===== src/design/segment_closest_point_params_macros.svh =====
// Assertion macros shared by the segment closest point design.
`ifndef SEGMENT_CLOSEST_POINT_PARAMS_MACROS_SVH
`define SEGMENT_CLOSEST_POINT_PARAMS_MACROS_SVH
`ifndef ASSERT_OFF
`define SCP_ASSERT_IMP(label, clk, rst, ante, cons) \
  label: assert property (@(posedge clk) disable iff (rst) (ante) |-> (cons)) \
    else $error("%m: implication check failed");
`define SCP_ASSERT_NXT(label, clk, rst, ante, cons) \
  label: assert property (@(posedge clk) disable iff (rst) (ante) |=> (cons)) \
    else $error("%m: next-cycle check failed");
`else
`define SCP_ASSERT_IMP(label, clk, rst, ante, cons)
`define SCP_ASSERT_NXT(label, clk, rst, ante, cons)
`endif
`endif


===== src/design/scp_pkg.sv =====
// Shared constants and types for the segment closest point design.
package scp_pkg;
  localparam int COORD_WIDTH_DEF = 24;
  localparam int FRAC_BITS_DEF   = 16;
  localparam int FIFO_DEPTH      = 8;
  localparam int FIFO_CW         = $clog2(FIFO_DEPTH + 1);
  localparam int FRONT_STAGES    = 4;

  typedef struct packed {
    logic               empty;
    logic               full;
    logic [FIFO_CW-1:0] count;
  } fifo_stat_t;
endpackage


===== src/design/scp_fifo.sv =====
// Short queue between the front end and the solver.
module scp_fifo
  import scp_pkg::*;
#(
  parameter int WIDTH = 8
) (
  input  logic             clk,
  input  logic             rst,
  input  logic             push,
  input  logic [WIDTH-1:0] push_data,
  output logic             rd_vld,
  output logic [WIDTH-1:0] rd_data,
  output fifo_stat_t       stat
);
  localparam int AW = $clog2(FIFO_DEPTH);

  logic [WIDTH-1:0]   mem [FIFO_DEPTH];
  logic [AW-1:0]      wptr, rptr;
  logic [FIFO_CW-1:0] count;
  logic               pop;

  // drain whenever anything is queued; the solver never stalls
  assign pop = (count != '0);

  always_ff @(posedge clk) begin
    if (push) begin
      mem[wptr] <= push_data;
    end
    if (pop) begin
      rd_data <= mem[rptr];
    end
  end

  always_ff @(posedge clk) begin
    if (rst) begin
      wptr   <= '0;
      rptr   <= '0;
      count  <= '0;
      rd_vld <= 1'b0;
    end else begin
      rd_vld <= pop;
      if (push) wptr <= wptr + AW'(1);
      if (pop)  rptr <= rptr + AW'(1);
      count <= count + FIFO_CW'(push) - FIFO_CW'(pop);
    end
  end

  assign stat.empty = (count == '0);
  assign stat.full  = (count == FIFO_CW'(FIFO_DEPTH));
  assign stat.count = count;
endmodule


===== config.mk =====
export PLATFORM = sky130hd
export DESIGN_NAME = scp_fifo
export DESIGN_NICKNAME = d
export VERILOG_FILES = /design/src/design/segment_closest_point_params_macros.svh /design/src/design/scp_pkg.sv /design/src/design/scp_fifo.sv
export SDC_FILE = /design/constraint.sdc
export NUM_CORES = 1
export LEC_CHECK = 0
export BUFFER_PORTS_ARGS = -buffer_cell sky130_fd_sc_hd__buf_4
export CAP_MARGIN = 30
export CORE_MARGIN = 10
export CORE_UTILIZATION = 40
export DETAILED_ROUTE_END_ITERATION = 12
export GPL_ROUTABILITY_DRIVEN = 0
export PLACE_DENSITY = 0.69
export SLEW_MARGIN = 20
export SYNTH_ARGS = -nofsm -noshare
export SYNTH_HDL_FRONTEND = slang
export SYNTH_SLANG_ARGS = --single-unit

===== constraint.sdc =====
create_clock -name clk -period 3.9 [get_ports clk]
set_input_delay 0.195 -clock clk [delete_from_list [all_inputs] [get_ports clk]]
set_output_delay 0.195 -clock clk [all_outputs]
set_load 0.05 [all_outputs]

### Yosys cells after proc, flatten, opt, wreduce, memory -nomap -nowiden

Memory sizes are Yosys's and may differ from the RTL's. A register that Yosys moved wholly into a read port is not among the register bits.
Index checks and enable logic that the tools add are counted.

| storage, ports and cells | value |
|---|---|
| bits in registers | 11 |
| latch bits | 0 |
| RAM bits | 64 |
| ROM bits | 0 |
| input bits | 11 |
| output and inout port bits | 15 |
| word-level logic and storage cells | 14 |
| memories kept | 1 |

Memory list:

| memory | depth | bits a word | read ports | clocked after Yosys merged registers in | write ports | RTL line | text |
|---|---|---|---|---|---|---|---|
| mem | 8 | 8 | 1 | 1 | 1 | scp_fifo.sv:17 | `logic [WIDTH-1:0] mem [FIFO_DEPTH];` |

| operators by class | value |
|---|---|
| add/subtract/negate cells | 4 |
| $mul | 0 |
| div/mod/pow operators | 0 |
| $lt $le $gt $ge | 0 |
| equality and inequality tests | 1 |
| shift operators | 0 |
| multiplexer cells | 2 |
| bitwise logic cells | 0 |
| reduce and logical (&&, ||, !) cells | 2 |

Operators with widths:

| operator | count |
|---|---|
| adder 3 x 1 -> 3 bit, second input constant | 2 |
| adder 4 x 1 -> 4 bit | 1 |
| == test 4 bit, second input constant | 1 |
| logical NOT 4 bit | 1 |
| nonzero test 4 bit | 1 |
| subtractor 4 x 1 -> 4 bit | 1 |
| 2-to-1 mux 1 bit | 2 |

### Logic depth before layout (Yosys ltp)

| depth | value |
|---|---|
| depth after elaboration | 2 |
| depth in mapped cells | 10 |
| mapped depth without buffers | 10 |

### Worst setup path before layout

No wires, ideal clock.

| path | value |
|---|---|
| path kind | flip-flop to flip-flop |
| start point | register count[2] |
| end point | register count[2] |
| setup time | 0.128 ns |
| arrival | 3.139 ns |
| required time | 3.772 ns |
| path slack | 0.633 ns |
| cell stages (with the launch flop) | 11 |
| buffers on the path | 0 |
| clock period less this slack | 3.267 ns |
| path through | dfxtp_1 -> inv_1 -> ha_1 -> nor3b_2 -> inv_1 -> ha_1 -> inv_1 -> ha_1 -> fa_1 -> xnor2_1 -> nor2_1 |

| between the ends | value |
|---|---|
| longest elaborated chain between the ends | 2 |
| elaborated cells on any way between the ends | 3 |
| classes of those cells | 2 x add/sub; 1 x reduce/logical |

Ends and longest elaborated chain:

| item | RTL line | text |
|---|---|---|
| start, declared | scp_fifo.sv:19 | `logic [FIFO_CW-1:0] count;` |
| start signal, assigned | scp_fifo.sv:44 | `count <= count + FIFO_CW'(push) - FIFO_CW'(pop);` |
| nonzero test 4 bit | scp_fifo.sv:23 | `assign pop = (count != '0);` |
| named net pop | scp_fifo.sv:20 | `logic pop;` |
| subtractor 4 x 1 -> 4 bit | scp_fifo.sv:44 |  |

The timed path passes the listed nets, and every way through them passes these cells.
A chain may end at the register's enable or synchronous reset.

### Worst setup path in the final report

Same ends and word-level chain as after synthesis.

==> results.md <==
- Max Fclk: about 0.39 GHz
- First-pass GRT wire length: around 8.9 mm
- Max-Cap Viols: 0
- CP max stage delay: roughly 0.40 ns
- Worst slack, placed: between 1 and 1.5 ns
- Period utilization: between 60% and 70%
- Setup Skew: 0.0118 ns
- Clock tree buffer depth: 2
- Clock Latency Late Sink: between 0.3 and 0.4 ns
- Final setup margin: 1.31 ns
- Status: finished clean
- Post-Place Cell Area: 0.00360 sq mm
- Minimum clock period: 2.59 ns
- # diodes: 0
- Hold Slack: 0.0688 ns
- Synth unique cells: 27
- Cts hold-fix bufs: 0
- Clock Sinks: slightly above 80
- Post-Route Setup TNS: 0 ns
- Core ar.: 0.00813 sq mm
- Seq pwr share: 43.7%
- Worst setup SP type: flip-flop
- Asr flop ratio synth: 0%
- H-tree depth: 3
- Clk pwr share: between 20% and 30%
- Num CTS Buffers: 9
- I/O Buffers: 25
- Hold path cells: 1
- Synth area leaders: edfxtp_1 (65%), mux4_1 (13%), dfxtp_1 (6.6%), ha_1 (3.0%), mux2_2 (2.7%)
- CTS tree: yes
- Layout Nets: 221
- Area leader, netlist: edfxtp_1
- # IOs: 26
- PwrDens: 696 mW/mm^2
- Die X: 111 microns
- Fin. Hold Viols: 0
- Root Driver: clkbuf_8
- Post-route ant nets: 0
- Vias in the first global route: 1612
- DR vias: 1553
- CP required: 4.16 ns
- Mapped Cells: 170
- Reg2reg path depth: 10
- Mapped Avg Cell Area: 19.5 sq um
- Post_cts resized: 0
- Fraction of layout cells with a size suffix above 1: 25.4%
- CTS clk-pin slew, worst paths: 0.09 ns
- Worst path top cell family by delay: adder cells
- Worst-Margin Slew: around 0.93 ns
- WL/cell: 17.9 microns
- Leak: 1.35 nW
- Router iterations before antenna repair: 7
- GR Overflow Total: 0
- Final instance area: 0.00383 sq mm
- Comb pwr share: 29.1%
- Buf/Inv on CP: 3
- Initial antenna violation count: 0
- Critical setup path kind: flip-flop to flip-flop
- Max_slew headroom: 37.9%
- Sw frac: between 30% and 40%
- CP Depth: 10
- Fillers: 676
- Top_reg_cell synth: edfxtp_1
- Yosys reg bits: 83
- Switching power: 863 uW
- Slowest cell on crit path: nor3b_2
- Initial core utilization: 40.7%
- Int Power: 1.80 mW
- Number of synthesized flops with an enable pin: 72
- Post-CTS Setup Bufs: 0
- Slew Viols, Final: 0
- HPWL after DPL: 3.53 mm
- Critical path, cell by cell: inv_1, ha_1, nor3b_2, inv_1, ha_1, inv_1, ha_1, fa_1, xnor2_1, nor2_1
- Yosys warning count: 0
- Pin count of the biggest net entering global routing: 19
- DRC viols: 0
- Total wire length: 5.55 mm
- Hold Crit Class: primary input to flip-flop
- Tot GR Track Use: 9.45%
- DIE HEIGHT: 111 microns
- Post-synth net total: 190
- Synthesis-to-finish area growth: 15.7%
- CP arrival: 2.85 ns
- Critical Path Fanout Max: 9
- CP Capture Type: flip-flop
- Sequential-to-total area share from yosys stat: 71.9%
- Die area: roughly 0.012 sq mm
- Maximum VDD drop: 209 uV
- Final number of setup-violating endpoints: 0
- Synth top area share: between 60 and 70%
- Vias/cell: 5.01
- Post-Synthesis Cell Area: approximately 0.0033 sq mm
- Initial DRC Count: 63
- Core Rows: 33
- RSZ-0062 raised after global routing: no
worst paths after layout:
kind	startpoint	end	slack, ns
worst max-delay path	count[2]$_SDFF_PP0_	count[2]$_SDFF_PP0_	1.31
worst min-delay path	push_data[3]	mem[4][3]$_DFFE_PP_	0.07
worst max register to register	count[2]$_SDFF_PP0_	count[2]$_SDFF_PP0_	1.31
worst min register to register	wptr[0]$_SDFFE_PP0P_	wptr[0]$_SDFFE_PP0P_	0.53
cell type report:
cell class | instances | area [sq um] | share of cell area [%]
well taps | 105 | 131 | 3.43
clock buffers | 9 | 124 | 3.23
flip-flops and latches | 83 | 2380 | 62.1
inverters | 8 | 30.0 | 0.783
multi-input cells | 73 | 860 | 22.4
clock inverters | 6 | 113 | 2.94
repair buffers | 26 | 195 | 5.09
synth_stat cells, drive strengths merged, types with 2 or more instances:
cell type / number
a21oi: 4
buf: 4
clkbuf: 2
dfxtp: 11
edfxtp: 72
ha: 8
inv: 8
mux2: 8
mux2i: 2
mux4: 16
nand2: 3
nand2b: 5
nor2: 13
nor2b: 2
nor3: 2
xor2: 2
registers in the layout, indices dropped and copies added, names as in the netlist:
register,cells
rptr,3
mem,64
rd_data,8
wptr,3
rd_vld,1
count,4
metrics by stage:
step / total power [mW] / instances / utilization (%)
after floorplan: 1.76 / 170 / -
after global routing: 2.80 / 310 / 47.1
after CTS: 2.70 / 310 / 47.1
after global placement: 1.95 / 295 / 44.2
after detailed placement: 1.97 / 295 / 44.2
final: 2.67 / 310 / 47.1
kinds of logic (layout without fill, tap and decap cells):
| group | count (synthesis) | in the layout | synth area share (%) |
|---|---|---|---|
| xor gates and xnor gates | 3 | 3 | 0.793 |
| muxes | 26 | 26 | 16.0 |
| and+or+nand+nor | 29 | 29 | 4.34 |
| DFF | 83 | 83 | 71.9 |
| AOI/OAI and AO/OA | 6 | 6 | 1.02 |
| adders and majority gates | 9 | 9 | 3.62 |
| buffers and inverters | 14 | 49 | 2.34 |
power by group through the flow:
stage	Clock [mW]	Combinational (mW)	Sequential, mW
floorplan	0	0.394	1.36
global placement	0	0.764	1.19
detailed placement	0	0.778	1.19
CTS	0.736	0.792	1.17
global route	0.779	0.841	1.18
finish	0.725	0.778	1.16
per-layer routing:
layer | routed length (microns) | vias to the layer above | track usage (%)
met3 | 236 | 15 | 2.65
met5 | 0 | - | 0
met1 | 2210 | 770 | 9.81
met4 | 178 | 0 | 6.17
li1 | - | 734 | -
met2 | 2920 | 34 | 16.4
cells in the final DEF (no fill, tap or decap), types with 4 or more instances in the layout:
cell	instances
inv_1	8
nand2b_1	5
nor2_1	13
mux4_1	16
a21oi_1	4
edfxtp_1	72
ha_1	8
mux2_2	8
clkbuf_8	9
dfxtp_1	11
buf_4	26
(Power assumes the default switching activity.)
